### src/hw/rtl/jddm_pkg.sv
// package for the joystick differential drive mixer
// holds the shared item types, the queue depth default and the boundary angle table
// no dependencies
`timescale 1ns / 1ps
`default_nettype none

package jddm_pkg;

    localparam int AXIS_W = 9;
    localparam int DUTY_W = 8;
    localparam int BYTE_W = 8;
    localparam int RAW_MAX = 1023;
    localparam logic [BYTE_W-1:0] DEAD_ZONE_RESET = 8'd60;
    localparam int QUEUE_DEPTH_DEFAULT = 2;

    // joystick position after a completed byte pair
    typedef struct packed {
        logic signed [AXIS_W-1:0] x;
        logic signed [AXIS_W-1:0] y;
    } axis_pair_t;

    // one result beat
    typedef struct packed {
        logic [DUTY_W-1:0] left_duty;
        logic [DUTY_W-1:0] right_duty;
        logic              left_forward;
        logic              right_forward;
    } drive_t;

    // boundary angles, unit vectors in q2.16
    localparam int A_0     = 0;
    localparam int A_070   = 1;
    localparam int A_079   = 2;
    localparam int A_087   = 3;
    localparam int A_157   = 4;
    localparam int A_223   = 5;
    localparam int A_236   = 6;
    localparam int A_247   = 7;
    localparam int A_314   = 8;
    localparam int A_M314  = 9;
    localparam int A_M240  = 10;
    localparam int A_M236  = 11;
    localparam int A_M230  = 12;
    localparam int A_M157  = 13;
    localparam int A_M090  = 14;
    localparam int A_M079  = 15;
    localparam int A_M060  = 16;
    localparam int ANGLE_COUNT = 17;

    localparam int COEF_W  = 18;
    localparam int CROSS_W = COEF_W + AXIS_W + 1;

    localparam logic signed [COEF_W-1:0] ANGLE_C [ANGLE_COUNT] = '{
        18'sd65536,  18'sd50125,  18'sd46127,  18'sd42259,  18'sd52,
        -18'sd40140, -18'sd46517, -18'sd51304, -18'sd65536, -18'sd65536,
        -18'sd48326, -18'sd46517, -18'sd43665, 18'sd52,     18'sd40738,
        18'sd46127,  18'sd54089
    };

    localparam logic signed [COEF_W-1:0] ANGLE_S [ANGLE_COUNT] = '{
        18'sd0,      18'sd42219,  18'sd46554,  18'sd50091,  18'sd65536,
        18'sd51805,  18'sd46164,  18'sd40779,  18'sd104,    -18'sd104,
        -18'sd44267, -18'sd46164, -18'sd48871, -18'sd65536, -18'sd51336,
        -18'sd46554, -18'sd37004
    };

endpackage

`default_nettype wire

### src/hw/rtl/joystick_differential_drive_mixer.sv
// top level of the joystick differential drive mixer
// depends on jddm_pkg, jddm_fifo, jddm_front and jddm_back
`timescale 1ns / 1ps
`default_nettype none

// usage:
// - byte channel: rx_byte is taken on a clock edge with push high and full low
// - bytes come in pairs; the first of a pair gives no result, the second gives
//   exactly one result beat with both duties and both direction bits
// - result channel: while empty is low the oldest result sits on left_duty,
//   right_duty, left_forward and right_forward; pop high takes it
// - config channel: cfg_data is the dead zone, written when cfg_valid and
//   cfg_ready are high; cfg_ready is always high, write only while idle
// rate and data path:
// - one byte per cycle sustained while full is low; a result goes through the
//   pair queue, then the back stage classifier, into the result queue
// - the byte side sets the rate; the back stage classifies one pair a cycle
//   while the result queue is not full, with seventeen parallel constant
//   cross products, twice what it needs
// reset: axes, held outputs and pairing clear, dead zone returns to 60
// stall: with pop low the result queue fills, then the pair queue, then
//   full rises; nothing is dropped and buffered beats keep their order
module joystick_differential_drive_mixer #(
    parameter int QUEUE_DEPTH = jddm_pkg::QUEUE_DEPTH_DEFAULT
) (
    input  wire logic       clk,
    input  wire logic       rst_n,
    // byte input, queue style
    input  wire logic       push,
    output logic            full,
    input  wire logic [7:0] rx_byte,
    // dead zone write
    input  wire logic       cfg_valid,
    output logic            cfg_ready,
    input  wire logic [7:0] cfg_data,
    // drive results, queue style
    output logic            empty,
    input  wire logic       pop,
    output logic [7:0]      left_duty,
    output logic [7:0]      right_duty,
    output logic            left_forward,
    output logic            right_forward
);

    import jddm_pkg::*;

    logic       in_take;
    logic       cfg_take;

    // front to pair queue
    logic       pair_push;
    axis_pair_t pair_in;
    logic       pair_full;

    // pair queue to back stage
    axis_pair_t pair_out;
    logic       pair_empty;
    logic       pair_pop;

    // back stage to result queue
    logic       drive_push;
    drive_t     drive_in;
    logic       drive_full;
    drive_t     drive_out;

    // a full pair queue stops the byte side even on a first byte
    assign full      = pair_full;
    assign in_take   = push && !pair_full;
    assign cfg_ready = 1'b1;
    assign cfg_take  = cfg_valid && cfg_ready;

    jddm_front u_front (
        .clk       (clk),
        .rst_n     (rst_n),
        .in_take   (in_take),
        .rx_byte   (rx_byte),
        .pair_push (pair_push),
        .pair_data (pair_in)
    );

    jddm_fifo #(
        .WIDTH ($bits(axis_pair_t)),
        .DEPTH (QUEUE_DEPTH)
    ) u_pair_q (
        .clk       (clk),
        .rst_n     (rst_n),
        .push      (pair_push),
        .push_data (pair_in),
        .full      (pair_full),
        .pop       (pair_pop),
        .pop_data  (pair_out),
        .empty     (pair_empty)
    );

    jddm_back u_back (
        .clk        (clk),
        .rst_n      (rst_n),
        .cfg_take   (cfg_take),
        .cfg_data   (cfg_data),
        .pair_valid (!pair_empty),
        .pair_data  (pair_out),
        .pair_pop   (pair_pop),
        .drive_full (drive_full),
        .drive_push (drive_push),
        .drive_data (drive_in)
    );

    jddm_fifo #(
        .WIDTH ($bits(drive_t)),
        .DEPTH (QUEUE_DEPTH)
    ) u_drive_q (
        .clk       (clk),
        .rst_n     (rst_n),
        .push      (drive_push),
        .push_data (drive_in),
        .full      (drive_full),
        .pop       (pop),
        .pop_data  (drive_out),
        .empty     (empty)
    );

    assign left_duty     = drive_out.left_duty;
    assign right_duty    = drive_out.right_duty;
    assign left_forward  = drive_out.left_forward;
    assign right_forward = drive_out.right_forward;

endmodule

`default_nettype wire

### src/hw/rtl/jddm_fifo.sv
// small register queue used between the mixer stages and at the result side
// depends on nothing but its parameters; depth of two or more
`timescale 1ns / 1ps
`default_nettype none

module jddm_fifo #(
    parameter int WIDTH = 8,
    parameter int DEPTH = 2
) (
    input  wire logic             clk,
    input  wire logic             rst_n,
    input  wire logic             push,
    input  wire logic [WIDTH-1:0] push_data,
    output logic                  full,
    input  wire logic             pop,
    output logic [WIDTH-1:0]      pop_data,
    output logic                  empty
);

    localparam int PTR_W = $clog2(DEPTH);
    localparam int CNT_W = $clog2(DEPTH + 1);
    localparam logic [PTR_W-1:0] PTR_LAST = PTR_W'(DEPTH - 1);
    localparam logic [CNT_W-1:0] CNT_FULL = CNT_W'(DEPTH);

    logic [WIDTH-1:0] mem_reg [DEPTH];
    logic [PTR_W-1:0] wr_ptr_reg, wr_ptr_next;
    logic [PTR_W-1:0] rd_ptr_reg, rd_ptr_next;
    logic [CNT_W-1:0] count_reg, count_next;
    logic             do_push;
    logic             do_pop;

    assign full     = (count_reg == CNT_FULL);
    assign empty    = (count_reg == '0);
    assign do_push  = push && !full;
    assign do_pop   = pop && !empty;
    assign pop_data = mem_reg[rd_ptr_reg];

    always_comb
    begin
        wr_ptr_next = wr_ptr_reg;
        rd_ptr_next = rd_ptr_reg;
        count_next  = count_reg;
        if (do_push)
        begin
            wr_ptr_next = (wr_ptr_reg == PTR_LAST) ? '0 : wr_ptr_reg + 1'b1;
        end
        if (do_pop)
        begin
            rd_ptr_next = (rd_ptr_reg == PTR_LAST) ? '0 : rd_ptr_reg + 1'b1;
        end
        if (do_push && !do_pop)
        begin
            count_next = count_reg + 1'b1;
        end
        else if (do_pop && !do_push)
        begin
            count_next = count_reg - 1'b1;
        end
    end

    always_ff @(posedge clk or negedge rst_n)
    begin
        if (!rst_n)
        begin
            wr_ptr_reg <= '0;
            rd_ptr_reg <= '0;
            count_reg  <= '0;
        end
        else
        begin
            wr_ptr_reg <= wr_ptr_next;
            rd_ptr_reg <= rd_ptr_next;
            count_reg  <= count_next;
        end
    end

    always_ff @(posedge clk)
    begin
        if (do_push)
        begin
            mem_reg[wr_ptr_reg] <= push_data;
        end
    end

endmodule

`default_nettype wire

### src/hw/rtl/jddm_front.sv
// front stage: pairs received bytes, maps the value and updates the axis it names
// depends on jddm_pkg
`timescale 1ns / 1ps
`default_nettype none

module jddm_front (
    input  wire logic                   clk,
    input  wire logic                   rst_n,
    input  wire logic                   in_take,
    input  wire logic [7:0]             rx_byte,
    output logic                        pair_push,
    output jddm_pkg::axis_pair_t        pair_data
);

    import jddm_pkg::*;

    logic                     awaiting_second_reg;
    logic [BYTE_W-1:0]        first_byte_reg;
    logic signed [AXIS_W-1:0] x_axis_reg, x_axis_next;
    logic signed [AXIS_W-1:0] y_axis_reg, y_axis_next;

    logic [11:0]              raw_full;
    logic [9:0]               raw_sat;
    logic signed [11:0]       centered;
    logic [10:0]              centered_mag;
    logic [AXIS_W-1:0]        quarter;
    logic signed [AXIS_W-1:0] mapped;

    always_comb
    begin
        raw_full = {rx_byte, 4'b0000} | {4'b0000, first_byte_reg};
        raw_sat  = (raw_full > 12'(RAW_MAX)) ? 10'(RAW_MAX) : raw_full[9:0];
        centered = $signed({1'b0, raw_sat, 1'b0}) - 12'sd1023;
        // truncate toward zero: shift the magnitude, then restore the sign
        centered_mag = centered[11] ? 11'(-centered) : centered[10:0];
        quarter      = AXIS_W'(centered_mag >> 2);
        mapped       = centered[11] ? $signed(-quarter) : $signed(quarter);

        x_axis_next = x_axis_reg;
        y_axis_next = y_axis_reg;
        if (first_byte_reg[0])
        begin
            x_axis_next = mapped;
        end
        else
        begin
            y_axis_next = mapped;
        end
    end

    assign pair_push   = in_take && awaiting_second_reg;
    assign pair_data.x = x_axis_next;
    assign pair_data.y = y_axis_next;

    always_ff @(posedge clk or negedge rst_n)
    begin
        if (!rst_n)
        begin
            awaiting_second_reg <= 1'b0;
            first_byte_reg      <= '0;
            x_axis_reg          <= '0;
            y_axis_reg          <= '0;
        end
        else if (in_take)
        begin
            awaiting_second_reg <= !awaiting_second_reg;
            if (!awaiting_second_reg)
            begin
                first_byte_reg <= rx_byte;
            end
            else
            begin
                x_axis_reg <= x_axis_next;
                y_axis_reg <= y_axis_next;
            end
        end
    end

endmodule

`default_nettype wire

### src/hw/rtl/jddm_back.sv
// back stage: sector classification by cross products and the held drive outputs
// depends on jddm_pkg; also holds the dead zone register
`timescale 1ns / 1ps
`default_nettype none

module jddm_back (
    input  wire logic                   clk,
    input  wire logic                   rst_n,
    input  wire logic                   cfg_take,
    input  wire logic [7:0]             cfg_data,
    input  wire logic                   pair_valid,
    input  wire jddm_pkg::axis_pair_t   pair_data,
    output logic                        pair_pop,
    input  wire logic                   drive_full,
    output logic                        drive_push,
    output jddm_pkg::drive_t            drive_data
);

    import jddm_pkg::*;

    logic [BYTE_W-1:0]         dead_zone_reg;
    drive_t                    held_reg, held_next;

    logic signed [CROSS_W-1:0] cross_v [ANGLE_COUNT];
    logic [ANGLE_COUNT-1:0]    pos;
    logic [ANGLE_COUNT-1:0]    neg;
    logic [ANGLE_COUNT-1:0]    zero;
    logic signed [AXIS_W-1:0]  x;
    logic signed [AXIS_W-1:0]  y;
    logic signed [AXIS_W-1:0]  neg_x;
    logic signed [AXIS_W-1:0]  neg_y;
    logic [DUTY_W-1:0]         ax;
    logic [DUTY_W-1:0]         ay;
    logic [DUTY_W-1:0]         rm;
    logic                      take;

    assign take       = pair_valid && !drive_full;
    assign pair_pop   = take;
    assign drive_push = take;
    assign drive_data = held_next;

    assign x = pair_data.x;
    assign y = pair_data.y;

    always_comb
    begin
        for (int i = 0; i < ANGLE_COUNT; i++)
        begin
            // operands widened before the multiply so no product wraps
            cross_v[i] = CROSS_W'(ANGLE_C[i]) * CROSS_W'(y)
                       - CROSS_W'(ANGLE_S[i]) * CROSS_W'(x);
            zero[i]    = (cross_v[i] == '0);
            neg[i]     = cross_v[i][CROSS_W-1];
            pos[i]     = !neg[i] && !zero[i];
        end
    end

    always_comb
    begin
        neg_x = -x;
        neg_y = -y;
        ax    = x[AXIS_W-1] ? neg_x[DUTY_W-1:0] : x[DUTY_W-1:0];
        ay    = y[AXIS_W-1] ? neg_y[DUTY_W-1:0] : y[DUTY_W-1:0];
        rm    = (ax > ay) ? ax - ay : ay - ax;

        held_next = held_reg;
        if (ax < dead_zone_reg && ay < dead_zone_reg)
        begin
            held_next = '0;
        end
        // diagonal cut-outs clear one direction bit only
        else if (pos[A_070] && neg[A_087])
        begin
            held_next = '{ax, '0, held_reg.left_forward, 1'b0};
        end
        else if (pos[A_223] && neg[A_247])
        begin
            held_next = '{'0, ax, 1'b0, held_reg.right_forward};
        end
        else if (pos[A_M240] && neg[A_M230])
        begin
            held_next = '{ax, '0, 1'b0, held_reg.right_forward};
        end
        else if (pos[A_M090] && neg[A_M060])
        begin
            held_next = '{'0, ax, held_reg.left_forward, 1'b0};
        end
        else if (pos[A_0] && neg[A_079])
        begin
            held_next = '{ax, rm, 1'b1, 1'b0};
        end
        else if (pos[A_079] && neg[A_157])
        begin
            held_next = '{ay, rm, 1'b1, 1'b1};
        end
        else if (pos[A_157] && neg[A_236])
        begin
            held_next = '{rm, ay, 1'b1, 1'b1};
        end
        else if (pos[A_236] && neg[A_314])
        begin
            // a point exactly on 2.47 stops the left motor
            held_next = '{zero[A_247] ? '0 : rm, ax, 1'b0, 1'b1};
        end
        else if (pos[A_M314] && !pos[A_M236])
        begin
            held_next = '{ax, rm, 1'b0, 1'b1};
        end
        else if (pos[A_M236] && neg[A_M157])
        begin
            held_next = '{ay, rm, 1'b0, 1'b0};
        end
        else if (pos[A_M157] && neg[A_M079])
        begin
            held_next = '{rm, ay, 1'b0, 1'b0};
        end
        else if (pos[A_M079] && neg[A_0])
        begin
            held_next = '{rm, ax, 1'b1, 1'b0};
        end
    end

    always_ff @(posedge clk or negedge rst_n)
    begin
        if (!rst_n)
        begin
            dead_zone_reg <= DEAD_ZONE_RESET;
            held_reg      <= '0;
        end
        else
        begin
            if (cfg_take)
            begin
                dead_zone_reg <= cfg_data;
            end
            if (take)
            begin
                held_reg <= held_next;
            end
        end
    end

endmodule

`default_nettype wire
### config.mk
export PLATFORM = sky130hd
export DESIGN_NAME = joystick_differential_drive_mixer
export DESIGN_NICKNAME = d
export VERILOG_FILES = /design/src/hw/rtl/jddm_pkg.sv /design/src/hw/rtl/joystick_differential_drive_mixer.sv /design/src/hw/rtl/jddm_fifo.sv /design/src/hw/rtl/jddm_front.sv /design/src/hw/rtl/jddm_back.sv
export SDC_FILE = /design/constraint.sdc
export NUM_CORES = 2
export LEC_CHECK = 0
export ABC_AREA = 1
export BUFFER_PORTS_ARGS = -buffer_cell sky130_fd_sc_hd__buf_2
export CAP_MARGIN = 40
export CORE_ASPECT_RATIO = 1.5
export CORE_MARGIN = 4
export CORE_UTILIZATION = 45
export DETAILED_ROUTE_END_ITERATION = 10
export SETUP_SLACK_MARGIN = 0.4
export SLEW_MARGIN = 25
export SYNTH_ARGS = -nofsm -noshare
export SYNTH_HDL_FRONTEND = slang
export SYNTH_SLANG_ARGS = --single-unit
### constraint.sdc
create_clock -name clk -period 10 [get_ports clk]
set_input_delay 1.5 -clock clk [delete_from_list [all_inputs] [get_ports clk]]
set_output_delay 1.5 -clock clk [all_outputs]
set_load 0.02 [all_outputs]
==> flow_summary.toml <==
[timing]
worstMarginPinSlew_ns = 0.9731
grt_setup_unrepaired = "true"
min_period_ns = 9.281
drv_slew = 0
fin_tns_setup_ns = 0
finClkSkew_ns = 0.01829
setup_viol_count_final = 0
fin_crit_sh_pct = 92.81
relSlewSlack_pct = 34.91
hold_viol = 0
fmax_mhz = 107.7

[finish]
drive_gt1_share_pct = 8.163
area_delta_synth_final_pct = 9.889
finalNonFillerCells = 10900
fin_nets = 11220
nFillCells = 14990

[setup_path]
start_kind = "register"
path_delay_family = "adder cells"
worstPathArrival_ns = 9.49
crit_fanout = 17
crit_buf_inv = 9
cp-end-kind = "register"
cp_slowest_cell = "fa_1"
critical_path_class = "reg -> reg"
crit_cells = 39
crit_path_frequent_cell = "a21oi_1"
ff2ff_path_depth = 39
worst_ep_required_time_ns = 10.21
max_stage_delay_ns = 0.68

[floorplan]
rows = 174
initial_core_util_pct = 45.22
die_w_um = 324.5
io_pins = 42
fp.dieArea_um2 = 156700
chipHeight_um = 482.8
fp.coreArea_um2 = 149600

[route]
totalWireLength_mm = 309.6
dr.pass1.iters = 6
viasPerCell = 5.697
drt_iter0_drc = 4803
vias = 62080
drc = 0
ant_nets = 0
wl_per_cell_um = 28.41

[logic_synthesis]
ys_ff_latch = 133
synth_area_um2 = 67630
synthArstFlopShare_pct = 45.86
ys.flop_type = "edfxtp_1"
seq_area_frac_synth_pct = 5.461
synth_edf_count = 72
syn_nets = 10860
synth_cell_types = 77
syn_inst = 8576
syn-mean-instance-area_um2 = 7.886
synth_warnings = 0

[global_route]
grt_pass1_vias = 62060
track_usage_pct = 38.62
grt_first_pass_wirelength_mm = 433.1
grt_overflow_total = 0
antenna_found_initial = 11
grt_max_degree = 40

[clock_network]
clock_tree.root_cell = "clkbuf_16"
cts.sinks = 133
ctsHoldBuffers = 0
cts.path.max_buffers = 2
clk_latency_ns = 0.47
cts_inserted_buffers = 17
cts.clk_slew.worst_paths_ns = 0.06
htreeDepth = 4
cts_tree = "built"

[placement]
dp_hpwl_mm = 274.3
io_buffers = 40
dp_cells = 10820
place.gp.congestion = 1.076

[run]
maxCapViolCount = 0

[worst_hold_path]
hold_path_class = "reg -> reg"
whs_path_depth = 2

[run_status]
status = "complete, no violations"
## worst reg2reg max path: cells and delay by family (launching register included)
kind                       cells  cell delay [ns]
AOI/OAI and AO/OA             16             2.78
adders and majority gates      7             3.07
DFF                            1             0.45
buffers and inverters          9             1.43
and+or+nand+nor                6             0.75
xor gates and xnor gates       1             0.57
## stage by stage
step	worst slack [ns]	cell area (µm²)	hold WS (ns)	util [%]
after floorplan	0.4020	67640	0.4491	-
after global placement	0.1459	72470	0.4621	48.46
after detailed placement	0.07894	72570	0.4655	48.52
after CTS	0.4171	73220	0.4817	48.95
after global routing	0.2999	74300	0.4955	49.68
final	0.7186	74320	0.4799	49.69
## final cells by class
class	instances	area, µm²	area share, %
diodes	6	15.01	0.02020
inverters	1684	6337	8.527
repair buffers	388	3023	4.068
multi-input cells	6717	58220	78.35
repair inverters	1	7.507	0.01010
clock buffers	21	471.7	0.6347
flip-flops and latches	133	3695	4.972
well taps	1936	2422	3.259
clock inverters	11	121.4	0.1633
## metal layers
| layer | part of all wire [%] | wire length, µm | track usage (%) | vias to the layer above |
|---|---|---|---|---|
| met4 | 10 | 31340 | 29.81 | 12 |
| li1 | - | - | - | 28750 |
| met1 | 38 | 116200 | 44.73 | 29990 |
| met5 | 0.026 | 81 | 0 | - |
| met2 | 46 | 142300 | 64.94 | 2473 |
| met3 | 6.4 | 19680 | 5.300 | 852 |
## final timing paths
check,from,to,slack [ns]
hold reg to reg,u_front.x_axis_reg[6],u_front.x_axis_reg[6],0.48
setup / recovery,u_pair_q.rd_ptr_reg,u_drive_q.mem_reg[0][0],0.72
setup reg to reg,u_pair_q.rd_ptr_reg,u_drive_q.mem_reg[0][0],0.72
max in group asynchronous,rst_n,u_back.dead_zone_reg[2],8.37
hold / removal,u_front.x_axis_reg[6],u_front.x_axis_reg[6],0.48
min in group asynchronous,rst_n,u_drive_q.count_reg[0],1.02
## placed cells by master, fill, tap and decap left out, drive strengths merged, types with 3 or more instances in the layout
cell type / instances
xnor2: 243
nand3b: 26
a221oi: 7
o21ai: 329
nand4: 101
inv: 1679
o21bai: 103
mux2: 4
ha: 1564
nor3b: 3
dfstp: 4
nor2: 405
a21oi: 723
a31o: 3
o2111ai: 5
a21boi: 10
a31oi: 17
buf: 386
clkbuf: 23
nor3: 52
clkinvlp: 4
edfxtp: 72
nand3: 347
a2111oi: 3
xor2: 393
o31ai: 13
fa: 696
o211ai: 28
a21o: 49
o21a: 12
dfrtp: 57
or2: 28
clkinv: 11
nor4: 22
nand2: 1463
diode: 6
o221ai: 13
and2: 23
a211oi: 14
## cell families (layout without fill, tap and decap cells)
group	after synthesis	after routing	synth area share, %
flops	133	133	5.461
buf+inv	1728	2105	9.693
simple gates	2474	2475	15.70
other cells	1	7	0.005545
compound gates	1337	1338	11.16
fa+ha+maj	2260	2260	49.54
mux	6	6	0.09620
xor+xnor	637	637	8.348
## synthesized netlist by cell type (7+ instances only)
cell type	n	area, µm²
a211oi_1	14	105.1
a21boi_1	8	60.06
a21o_1	49	367.9
a21oi_1	712	3563
a21oi_2	8	70.07
a221oi_1	7	61.31
a31oi_1	17	106.4
and2_1	21	131.4
buf_2	11	55.05
clkbuf_1	23	86.33
clkinv_1	7	26.28
dfrtp_1	57	1426
edfxtp_1	72	2162
fa_1	696	13930
ha_1	1564	19570
inv_1	1657	6220
inv_2	19	71.32
nand2_1	1433	5379
nand2_2	26	162.7
nand3_1	334	1672
nand3_2	12	120.1
nand3b_1	25	187.7
nand4_1	100	625.6
nor2_1	386	1449
nor2_2	15	93.84
nor3_1	48	240.2
nor4_1	22	137.6
o211ai_1	24	180.2
o21a_1	12	90.09
o21ai_0	282	1411
o21ai_1	37	185.2
o21ai_2	10	87.58
o21bai_1	102	765.7
o221ai_1	13	113.9
o31ai_1	13	97.59
or2_2	25	156.4
xnor2_1	241	2111
xor2_1	388	3398
## repair_timing
action	4_1_cts	5_1_grt
pin swaps	1	63
buffers inserted	0	31
cloned	0	4
setup endpoints to repair	54	54
resized for setup	19	194
Power is not shown: default switching activity piles up to over one toggle a cycle in this logic, so the estimate is an artifact.
